## src/hdl/two_key_sorted_insert_queue_assert.svh

```systemverilog
// Assertion macros used by the queue's top-level RTL file.
`ifndef TWO_KEY_SORTED_INSERT_QUEUE_ASSERT_SVH
`define TWO_KEY_SORTED_INSERT_QUEUE_ASSERT_SVH

// Consequent must hold in the same cycle as the antecedent.
`define TKSIQ_ASSERT_SAME(label, ante, cons, msg) \
    label: assert property (@(posedge i_clk) disable iff (!i_rst_n) \
        (ante) |-> (cons)) else $error(msg);

// Consequent must hold in the cycle after the antecedent.
`define TKSIQ_ASSERT_NEXT(label, ante, cons, msg) \
    label: assert property (@(posedge i_clk) disable iff (!i_rst_n) \
        (ante) |=> (cons)) else $error(msg);

`endif

```

## src/hdl/tksiq_pkg.sv

```systemverilog
// Types and constants shared by the sorted insertion queue modules.
`timescale 1ns / 1ps
package tksiq_pkg;

    localparam int XY_W   = 10;
    localparam int KEY_W  = 16;
    localparam int FUNC_W = 2;
    localparam int HELD_W = 7;

    localparam logic [FUNC_W-1:0] FUNC_INSERT = 2'd0;
    localparam logic [FUNC_W-1:0] FUNC_APPEND = 2'd1;
    localparam logic [FUNC_W-1:0] FUNC_POP    = 2'd2;

    typedef struct packed {
        logic [FUNC_W-1:0] func;
        logic [XY_W-1:0]   new_x;
        logic [XY_W-1:0]   new_y;
        logic [KEY_W-1:0]  new_major_key;
        logic [KEY_W-1:0]  new_minor_key;
    } t_in_beat;

    typedef struct packed {
        logic              out_valid;
        logic [XY_W-1:0]   out_x;
        logic [XY_W-1:0]   out_y;
        logic [KEY_W-1:0]  out_major_key;
        logic [KEY_W-1:0]  out_minor_key;
        logic              overflow;
        logic              table_empty;
        logic [HELD_W-1:0] entries_held;
    } t_out_beat;

    typedef struct packed {
        logic [XY_W-1:0]  x;
        logic [XY_W-1:0]  y;
        logic [KEY_W-1:0] major_key;
        logic [KEY_W-1:0] minor_key;
    } t_entry;

    // Commands from the controller to the datapath.
    typedef struct packed {
        logic load;      // capture the input beat, cursor to the head
        logic rd_en;     // read the table
        logic rd_prev;   // read one entry before the cursor
        logic wr_en;     // write the table at the cursor
        logic wr_new;    // write data is the new entry, else the last read
        logic k_inc;
        logic k_dec;
        logic k_to_cnt;  // cursor to the tail
        logic pos_save;  // remember the cursor as the insert position
        logic cnt_inc;
        logic pop_head;
        logic emit;      // load the output register
        logic emit_pop;
        logic emit_ovf;
    } t_cmd;

    // Status from the datapath to the controller.
    typedef struct packed {
        logic [FUNC_W-1:0] func;
        logic full;
        logic empty;
        logic k_at_end;
        logic k_at_pos;
        logic pass_lt;   // stored major key below the new one
        logic pass_eq;   // major key not above and minor key below
        logic out_free;
    } t_stat;

endpackage

```

## src/hdl/tksiq_ctrl.sv

```systemverilog
// Controller state machine that sequences scan, shift, write and pop.
`timescale 1ns / 1ps
module tksiq_ctrl (
    input  logic            i_clk,
    input  logic            i_rst_n,
    input  logic            i_in_valid,
    output logic            o_in_stall,
    input  tksiq_pkg::t_stat i_stat,
    output tksiq_pkg::t_cmd  o_cmd
);
    import tksiq_pkg::*;

    localparam logic [3:0] S_IDLE     = 4'd0;
    localparam logic [3:0] S_DECODE   = 4'd1;
    localparam logic [3:0] S_SCAN_RD  = 4'd2;
    localparam logic [3:0] S_SCAN_CMP = 4'd3;
    localparam logic [3:0] S_SHIFT_RD = 4'd4;
    localparam logic [3:0] S_SHIFT_WR = 4'd5;
    localparam logic [3:0] S_WR_NEW   = 4'd6;
    localparam logic [3:0] S_POP      = 4'd7;
    localparam logic [3:0] S_DONE     = 4'd8;

    logic [3:0] r_state, n_state;
    logic       r_phase, n_phase;
    logic       r_ovf, n_ovf;

    always_ff @(posedge i_clk) begin
        if (!i_rst_n) begin
            r_state <= S_IDLE;
            r_phase <= 1'b0;
            r_ovf   <= 1'b0;
        end else begin
            r_state <= n_state;
            r_phase <= n_phase;
            r_ovf   <= n_ovf;
        end
    end

    always_comb begin
        n_state    = r_state;
        n_phase    = r_phase;
        n_ovf      = r_ovf;
        o_cmd      = '0;
        o_in_stall = (r_state != S_IDLE);
        case (r_state)
            S_IDLE: begin
                if (i_in_valid) begin
                    o_cmd.load = 1'b1;
                    n_state    = S_DECODE;
                end
            end
            S_DECODE: begin
                n_phase = 1'b0;
                n_ovf   = 1'b0;
                case (i_stat.func)
                    FUNC_INSERT: begin
                        if (i_stat.full) begin
                            n_ovf   = 1'b1;
                            n_state = S_DONE;
                        end else begin
                            n_state = S_SCAN_RD;
                        end
                    end
                    FUNC_APPEND: begin
                        if (i_stat.full) begin
                            n_ovf   = 1'b1;
                            n_state = S_DONE;
                        end else begin
                            o_cmd.k_to_cnt = 1'b1;
                            n_state        = S_WR_NEW;
                        end
                    end
                    FUNC_POP: begin
                        if (i_stat.empty) begin
                            n_state = S_DONE;
                        end else begin
                            o_cmd.rd_en = 1'b1;
                            n_state     = S_POP;
                        end
                    end
                    default: begin
                        n_state = S_DONE;
                    end
                endcase
            end
            S_SCAN_RD: begin
                if (i_stat.k_at_end) begin
                    o_cmd.pos_save = 1'b1;
                    o_cmd.k_to_cnt = 1'b1;
                    n_state        = S_SHIFT_RD;
                end else begin
                    o_cmd.rd_en = 1'b1;
                    n_state     = S_SCAN_CMP;
                end
            end
            S_SCAN_CMP: begin
                if (!r_phase && i_stat.pass_lt) begin
                    o_cmd.k_inc = 1'b1;
                    n_state     = S_SCAN_RD;
                end else if (i_stat.pass_eq) begin
                    o_cmd.k_inc = 1'b1;
                    n_phase     = 1'b1;
                    n_state     = S_SCAN_RD;
                end else begin
                    o_cmd.pos_save = 1'b1;
                    o_cmd.k_to_cnt = 1'b1;
                    n_state        = S_SHIFT_RD;
                end
            end
            S_SHIFT_RD: begin
                if (i_stat.k_at_pos) begin
                    o_cmd.wr_en   = 1'b1;
                    o_cmd.wr_new  = 1'b1;
                    o_cmd.cnt_inc = 1'b1;
                    n_state       = S_DONE;
                end else begin
                    o_cmd.rd_en   = 1'b1;
                    o_cmd.rd_prev = 1'b1;
                    n_state       = S_SHIFT_WR;
                end
            end
            S_SHIFT_WR: begin
                o_cmd.wr_en = 1'b1;
                o_cmd.k_dec = 1'b1;
                n_state     = S_SHIFT_RD;
            end
            S_WR_NEW: begin
                o_cmd.wr_en   = 1'b1;
                o_cmd.wr_new  = 1'b1;
                o_cmd.cnt_inc = 1'b1;
                n_state       = S_DONE;
            end
            S_POP: begin
                if (i_stat.out_free) begin
                    o_cmd.pop_head = 1'b1;
                    o_cmd.emit     = 1'b1;
                    o_cmd.emit_pop = 1'b1;
                    n_state        = S_IDLE;
                end
            end
            S_DONE: begin
                if (i_stat.out_free) begin
                    o_cmd.emit     = 1'b1;
                    o_cmd.emit_ovf = r_ovf;
                    n_state        = S_IDLE;
                end
            end
            default: begin
                n_state = S_IDLE;
            end
        endcase
    end

endmodule

```

## src/hdl/tksiq_dp.sv

```systemverilog
// Datapath: circular entry memory, cursor, counters, compares and output register.
`timescale 1ns / 1ps
module tksiq_dp #(
    parameter int DEPTH = 64
) (
    input  logic                 i_clk,
    input  logic                 i_rst_n,
    input  tksiq_pkg::t_in_beat  i_in_beat,
    input  tksiq_pkg::t_cmd      i_cmd,
    output tksiq_pkg::t_stat     o_stat,
    input  logic                 i_out_stall,
    output logic                 o_out_valid,
    output tksiq_pkg::t_out_beat o_out_beat
);
    import tksiq_pkg::*;

    localparam int AW = $clog2(DEPTH);
    localparam int CW = $clog2(DEPTH + 1);
    localparam int SW = CW + 1;

    t_entry          r_mem [DEPTH];
    t_entry          r_rdata;
    t_in_beat        r_in;
    logic [CW-1:0]   r_k, n_k;
    logic [CW-1:0]   r_pos;
    logic [CW-1:0]   r_count, n_count;
    logic [AW-1:0]   r_head, n_head;
    logic            r_out_valid;
    t_out_beat       r_out;

    logic [CW-1:0]   s_rd_lidx;
    logic [AW-1:0]   s_rd_addr;
    logic [AW-1:0]   s_wr_addr;
    t_entry          s_wr_data;
    t_entry          s_new_entry;

    // Logical position from the head to a physical memory address.
    function automatic logic [AW-1:0] f_phys(input logic [CW-1:0] lidx,
                                             input logic [AW-1:0] head);
        logic [SW-1:0] sum;
        sum = SW'(head) + SW'(lidx);
        if (sum >= SW'(DEPTH)) begin
            sum = sum - SW'(DEPTH);
        end
        return AW'(sum);
    endfunction

    assign s_new_entry = '{x: r_in.new_x, y: r_in.new_y,
                           major_key: r_in.new_major_key,
                           minor_key: r_in.new_minor_key};
    assign s_rd_lidx = i_cmd.rd_prev ? (r_k - CW'(1)) : r_k;
    assign s_rd_addr = f_phys(s_rd_lidx, r_head);
    assign s_wr_addr = f_phys(r_k, r_head);
    assign s_wr_data = i_cmd.wr_new ? s_new_entry : r_rdata;

    always_ff @(posedge i_clk) begin
        if (i_cmd.wr_en) begin
            r_mem[s_wr_addr] <= s_wr_data;
        end
        if (i_cmd.rd_en) begin
            r_rdata <= r_mem[s_rd_addr];
        end
    end

    always_comb begin
        n_k = r_k;
        if (i_cmd.load) begin
            n_k = '0;
        end else if (i_cmd.k_to_cnt) begin
            n_k = r_count;
        end else if (i_cmd.k_inc) begin
            n_k = r_k + CW'(1);
        end else if (i_cmd.k_dec) begin
            n_k = r_k - CW'(1);
        end

        n_count = r_count;
        if (i_cmd.cnt_inc) begin
            n_count = r_count + CW'(1);
        end else if (i_cmd.pop_head) begin
            n_count = r_count - CW'(1);
        end

        n_head = r_head;
        if (i_cmd.pop_head) begin
            n_head = (r_head == AW'(DEPTH - 1)) ? '0 : (r_head + AW'(1));
        end
    end

    always_ff @(posedge i_clk) begin
        if (!i_rst_n) begin
            r_k         <= '0;
            r_pos       <= '0;
            r_count     <= '0;
            r_head      <= '0;
            r_out_valid <= 1'b0;
        end else begin
            r_k     <= n_k;
            r_count <= n_count;
            r_head  <= n_head;
            if (i_cmd.pos_save) begin
                r_pos <= r_k;
            end
            if (i_cmd.emit) begin
                r_out_valid <= 1'b1;
            end else if (!i_out_stall) begin
                r_out_valid <= 1'b0;
            end
        end
    end

    always_ff @(posedge i_clk) begin
        if (i_cmd.load) begin
            r_in <= i_in_beat;
        end
        if (i_cmd.emit) begin
            r_out.out_valid     <= i_cmd.emit_pop;
            r_out.out_x         <= i_cmd.emit_pop ? r_rdata.x : '0;
            r_out.out_y         <= i_cmd.emit_pop ? r_rdata.y : '0;
            r_out.out_major_key <= i_cmd.emit_pop ? r_rdata.major_key : '0;
            r_out.out_minor_key <= i_cmd.emit_pop ? r_rdata.minor_key : '0;
            r_out.overflow      <= i_cmd.emit_ovf;
            r_out.table_empty   <= (n_count == '0);
            r_out.entries_held  <= HELD_W'(n_count);
        end
    end

    assign o_stat.func     = r_in.func;
    assign o_stat.full     = (r_count == CW'(DEPTH));
    assign o_stat.empty    = (r_count == '0);
    assign o_stat.k_at_end = (r_k == r_count);
    assign o_stat.k_at_pos = (r_k == r_pos);
    assign o_stat.pass_lt  = (r_rdata.major_key < r_in.new_major_key);
    assign o_stat.pass_eq  = (r_rdata.major_key <= r_in.new_major_key) &&
                             (r_rdata.minor_key < r_in.new_minor_key);
    assign o_stat.out_free = !r_out_valid || !i_out_stall;

    assign o_out_valid = r_out_valid;
    assign o_out_beat  = r_out;

endmodule

```

## src/hdl/two_key_sorted_insert_queue.sv

```systemverilog
// Top level of the two-key sorted insertion queue.
//
//   Channel   Direction  Handshake                Beat type
//   input     in         i_in_valid / o_in_stall  tksiq_pkg::t_in_beat
//   output    out        o_out_valid / i_out_stall tksiq_pkg::t_out_beat
//
// A sorted insert scans from the head for its place, then shifts each entry behind it one place
// toward the tail and writes the new entry; an append writes at the tail and a pop reads the head.
// Each scan and shift step reads and then compares or writes: memory gives one read per cycle.
// Reset is synchronous and active low; it empties the table without touching memory.
// The next beat is taken in the cycle after the emit, even while that result waits in the
// output register; a stalled output holds its beat and delays the following emit.
`timescale 1ns / 1ps
`include "two_key_sorted_insert_queue_assert.svh"
module two_key_sorted_insert_queue #(
    parameter int DEPTH = 64
) (
    input  logic                 i_clk,
    input  logic                 i_rst_n,
    input  logic                 i_in_valid,
    output logic                 o_in_stall,
    input  tksiq_pkg::t_in_beat  i_in_beat,
    output logic                 o_out_valid,
    input  logic                 i_out_stall,
    output tksiq_pkg::t_out_beat o_out_beat
);
    import tksiq_pkg::*;

    // The controller sees status flags and the input valid and drives commands and the input stall;
    // all entry storage, including the circular entry memory, lives in the datapath.
    t_cmd  s_cmd;
    t_stat s_stat;

    tksiq_ctrl u_ctrl (
        .i_clk      (i_clk),
        .i_rst_n    (i_rst_n),
        .i_in_valid (i_in_valid),
        .o_in_stall (o_in_stall),
        .i_stat     (s_stat),
        .o_cmd      (s_cmd)
    );

    // The datapath keeps entries in a ring addressed from a head pointer, so a pop
    // only advances the head and never moves the remaining entries.
    tksiq_dp #(
        .DEPTH (DEPTH)
    ) u_dp (
        .i_clk       (i_clk),
        .i_rst_n     (i_rst_n),
        .i_in_beat   (i_in_beat),
        .i_cmd       (s_cmd),
        .o_stat      (s_stat),
        .i_out_stall (i_out_stall),
        .o_out_valid (o_out_valid),
        .o_out_beat  (o_out_beat)
    );

    // A result must never overwrite a beat that is still waiting downstream.
    `TKSIQ_ASSERT_SAME(a_emit_slot_free, s_cmd.emit, s_stat.out_free, "result emitted while output busy")
    // The table is never written while it holds DEPTH entries.
    `TKSIQ_ASSERT_SAME(a_no_write_full, s_cmd.wr_en, !s_stat.full, "entry written into a full table")
    // Once a beat is accepted the block is busy in the following cycle.
    `TKSIQ_ASSERT_NEXT(a_busy_after_accept, i_in_valid && !o_in_stall, o_in_stall, "input not stalled after accept")

endmodule
```

## config.mk

```make
export PLATFORM = sky130hd
export DESIGN_NAME = two_key_sorted_insert_queue
export DESIGN_NICKNAME = d
export VERILOG_FILES = /design/src/hdl/tksiq_pkg.sv /design/src/hdl/tksiq_ctrl.sv /design/src/hdl/tksiq_dp.sv /design/src/hdl/two_key_sorted_insert_queue.sv
export VERILOG_INCLUDE_DIRS = /design/src /design/src/hdl
export SDC_FILE = /design/constraint.sdc
export NUM_CORES = 2
export LEC_CHECK = 0
export BUFFER_PORTS_ARGS = -buffer_cell sky130_fd_sc_hd__buf_2
export CORE_UTILIZATION = 35
export DETAILED_ROUTE_END_ITERATION = 8
export PLACE_DENSITY = 0.49
export REMOVE_ABC_BUFFERS = 1
export SLEW_MARGIN = 20
export SYNTH_ARGS = -nofsm -noshare
export SYNTH_HDL_FRONTEND = slang
export SYNTH_SLANG_ARGS = --single-unit
```

## constraint.sdc

```tcl
create_clock -name i_clk -period 13.3 [get_ports i_clk]
set_input_delay 0.665 -clock i_clk [delete_from_list [all_inputs] [get_ports i_clk]]
set_output_delay 0.665 -clock i_clk [all_outputs]
set_load 0.02 [all_outputs]
```

==> run summary <==
=====================================================================================
Synthesized-area fraction occupied by and/or/nand/nor cells ............       1.307%
Layout Area Growth over Synthesis ......................................       14.94%
Die outline height .....................................................     625.1 um
Via count of the first global-routing pass .............................        66049
Arrival time at the worst endpoint .....................................      7.46 ns
Global-route usage over all layers .....................................       20.45%
Leak pwr ...............................................................     47.98 nW
Yosys warning count ....................................................            0
Net count of the finished layout .......................................         6206
Ports placed on the boundary ...........................................          122
Share of layout cells above drive strength 1 ...........................       31.22%
Crit Path Category .....................................................      reg2reg
Switching power ........................................................     4.636 mW
Placement Rows .........................................................          228
Worst VDD drop .........................................................  0.0001063 V
H-tree lvl count .......................................................            5
Most frequent standard cell in the layout excluding fill and tap cells . sky130_fd_sc_hd__edfxtp_1
Endpoints failing setup ................................................            0
Post-synthesis mux area share ..........................................       18.05%
Number of buffers added by the clock tree synthesis step ...............          368
Primary FF master, synth ............................................... sky130_fd_sc_hd__edfxtp_1
DIE AREA ............................................................... 390700 sq um
Core footprint ......................................................... 386000 sq um
Total overflow reported by the global router ...........................            0
Largest stage delay, worst path ........................................      1.17 ns
Synth top area share ...................................................       77.26%
Wire length after detailed routing .....................................    404200 um
Remaining antenna violation count after routing ........................            0
Max Clock Freq .........................................................    146.5 MHz
Data required time at the worst endpoint ...............................     13.94 ns
Synth async-reset ratio ................................................           0%
Count of state elements after synthesis ................................         3530
RSZ-0062 raised after global routing ...................................           no
Cell internal pwr ......................................................     18.16 mW
Port Buffers ...........................................................          121
Root buffer cell ....................................................... sky130_fd_sc_hd__clkbuf_16
Sequential Power Share .................................................        53.7%
GR Layer Usage met1 ....................................................       27.87%
Class of the tightest hold or removal check ............................       in2reg
Max FO, Critical Path ..................................................           62
Overall die width ......................................................     625.1 um
Main combinational cell family by area after synthesis ................. multiplexers
Family with the most delay on the worst path ........................... buffers and inverters
Global-route wire length before repair .................................    552700 um
Final weighted congestion in routability-driven placement ..............       0.7718
Initial Utilization ....................................................       35.20%
Transition time at the pin with the least slew margin ..................     1.146 ns
Cells after Synth ......................................................         5647
Post-route worst setup slack ...........................................     6.476 ns
Average detailed-routed wire length per instance .......................     34.91 um
Maximum buffer depth of the clock tree .................................            4
Count of flip-flops with a built-in enable after synthesis .............         3496
Share of synthesized area occupied by flip-flops and latches ...........       77.76%
Clock transition at the registers of the reported paths ................      0.06 ns
Count of instances resized after the clock tree is built ...............            0
XOR/XNOR Fraction of Synth Area ........................................      0.3057%
Detailed placer's ending HPWL ..........................................    206600 um
Largest area contributor in the netlist ................................ sky130_fd_sc_hd__edfxtp_1
Launching element type of the critical path ............................     register
Worst slack after detailed placement ...................................     6.444 ns
Synthesized area per cell ..............................................  24.06 sq um
Relative contribution of the clock network to total power ..............        44.2%
Sw frac ................................................................       20.34%
Power per unit of standard cell area ................................... 145.9 nW/um^2
Maxcap violations ......................................................            0
Headroom to the max-slew limit .........................................       23.42%
Via count ..............................................................        63752
Setup_tns ..............................................................         0 ns
Avg Vias per Cell ......................................................        5.506
Antenna violations before repair .......................................           13
TritonRoute pass-1 iters ...............................................            5
Series of cell instances along the critical path ....................... xor2_1 -> nor4_4 -> a211oi_4 -> xnor2_1 -> ha_4 -> inv_1 -> fa_4 -> buf_4 -> buf_4 -> mux4_2 -> mux4_2 -> nor2b_1 -> a211oi_1 -> a21oi_1
Clock sinks ............................................................         3530
Fillers ................................................................        33635
GRT busiest layer ......................................................         met2
Commonest cells after routing, fill and taps aside ..................... 3496 x sky130_fd_sc_hd__edfxtp_1, 1040 x sky130_fd_sc_hd__mux4_2, 376 x sky130_fd_sc_hd__clkbuf_16
Time the final worst path needs with I/O delays and setup ..............     6.824 ns
Fin. max-slew vios .....................................................            0
Insertion delay to the later sink of the worst-skew pair ...............      0.95 ns
DRC viols ..............................................................            0
Met2 Resource Use GR ...................................................       34.64%
Slowest library cell on the worst path ................................. sky130_fd_sc_hd__fa_4
Post-Syn Area .......................................................... 135900 sq um
Sort of element at the end of the critical path ........................     register
TritonCTS clock tree ...................................................         done
DRC marker count from the first detailed-route iteration ...............         7576
Critical path buffer and inverter count ................................            3
Synthesized-area fraction occupied by ao, oa, aoi and oai cells ........      0.9834%
Final clock skew .......................................................   0.04133 ns
Count of distinct cell types in the synthesized netlist ................           73
Run status ............................................................. finished clean
Final Hold Violating Endpoints .........................................            0
Period Utilization, post-route .........................................       51.31%
Met3 track demand over resource in global routing ......................       2.717%
Maximum number of pins on one net before global-route repair ...........          127
End-of-flow core utilization ...........................................       40.46%
Fraction of power consumed by combinational cells ......................         2.1%
Synthesized-area fraction occupied by adder cells ......................      0.4530%
Synth top area cells ................................................... sky130_fd_sc_hd__edfxtp_1 77%, sky130_fd_sc_hd__mux4_2 17%, sky130_fd_sc_hd__dfxtp_1 0.50%
Worst hold slack across all endpoints ..................................    0.1361 ns
=====================================================================================
[flip-flops by register name (all words and copies together) (netlist names)]
signal,cells
u_dp.r_mem,3328
u_dp.o_out_beat,62
u_dp.r_in,52
u_dp.r_rdata,52
u_dp.r_count,7
u_dp.r_k,7
u_dp.r_pos,7
u_dp.r_head,6
u_ctrl.r_state,4
u_dp.o_stat,2
u_ctrl.r_ovf,1
u_ctrl.r_phase,1
u_dp.o_out_valid,1
[area by class of cell]
type | count | area, sq um | share of cell area, %
well taps | 5175 | 6475 | 4.146
repair buffers | 373 | 2815 | 1.803
diodes | 7 | 17.52 | 0.01122
multi-input cells | 1776 | 29410 | 18.83
clock buffers | 458 | 9737 | 6.235
inverters | 51 | 193.9 | 0.1242
flip-flops and latches | 3530 | 105700 | 67.66
clock inverters | 209 | 1868 | 1.196
[repair_timing]
action	CTS	global route
endpoints found under the hold margin	54	0
hold buffers	54	0
setup buffers	0	0
[worst register-to-register path, cell delays in order, from the launching register on]
cell and delay (ns):
sky130_fd_sc_hd__dfxtp_1 0.67, sky130_fd_sc_hd__xor2_1 0.31, sky130_fd_sc_hd__nor4_4 0.10, sky130_fd_sc_hd__a211oi_4 0.48, sky130_fd_sc_hd__xnor2_1 0.22, sky130_fd_sc_hd__ha_4 0.17, sky130_fd_sc_hd__inv_1 0.05, sky130_fd_sc_hd__fa_4 1.17
sky130_fd_sc_hd__buf_4 0.84, sky130_fd_sc_hd__buf_4 0.98, sky130_fd_sc_hd__mux4_2 0.45, sky130_fd_sc_hd__mux4_2 0.45, sky130_fd_sc_hd__nor2b_1 0.15, sky130_fd_sc_hd__a211oi_1 0.43, sky130_fd_sc_hd__a21oi_1 0.07
[worst paths after layout]
path	start	cells after the start	slack (ns)	to
setup / recovery	u_dp.r_k[1]	14	6.48	u_dp.r_rdata[28]
hold / removal	i_rst_n	2	0.14	u_dp.r_count[1]
setup reg to reg	u_dp.r_k[1]	14	6.48	u_dp.r_rdata[28]
hold reg to reg	u_dp.r_pos[4]	2	0.48	u_dp.r_pos[4]
[Yosys cell counts (all sizes together), types with 51 or more instances]
library cell  instances
a211oi               56
a21oi                91
and3                 57
buf                 165
clkbuf              125
edfxtp             3496
mux2                 51
mux2i                53
mux4               1040
nand2                53
nor2                 98
nor2b                55
[stage by stage]
stage	area (sq um)	total power [mW]	instances
6_report	156200	22.79	11579
5_1_grt	156200	23.42	11573
4_1_cts	156000	22.99	11571
3_5_place_dp	143800	12.94	10850
3_3_place_gp	143800	12.92	10849
2_1_floorplan	134500	12.98	5357
[cell families after synthesis]
family / count (synthesis)
flip-flops: 3530
multiplexers: 1144
buffers and inverters: 341
AND/OR/NAND/NOR: 339
AO/OA/AOI/OAI: 201
adder cells (fa/ha/maj): 48
XOR/XNOR: 44
[power by group through the flow]
stage               Combinational, mW  Sequential, mW  Clock (mW)
finish                          0.479            12.2        10.1
global route                    0.513            12.2        10.7
CTS                             0.482            12.2        10.3
detailed placement              0.468            12.5           0
global placement                0.458            12.5           0
floorplan                       0.528            12.4           0
[per-layer routing]
metal  wire length, um  vias to the layer above
met5                 0                        -
met4             10910                        0
met3             22540                      495
met2            201900                     2141
met1            168900                    35885
li1                  -                    25231
Note: power is estimated with default switching activity, not from simulation.
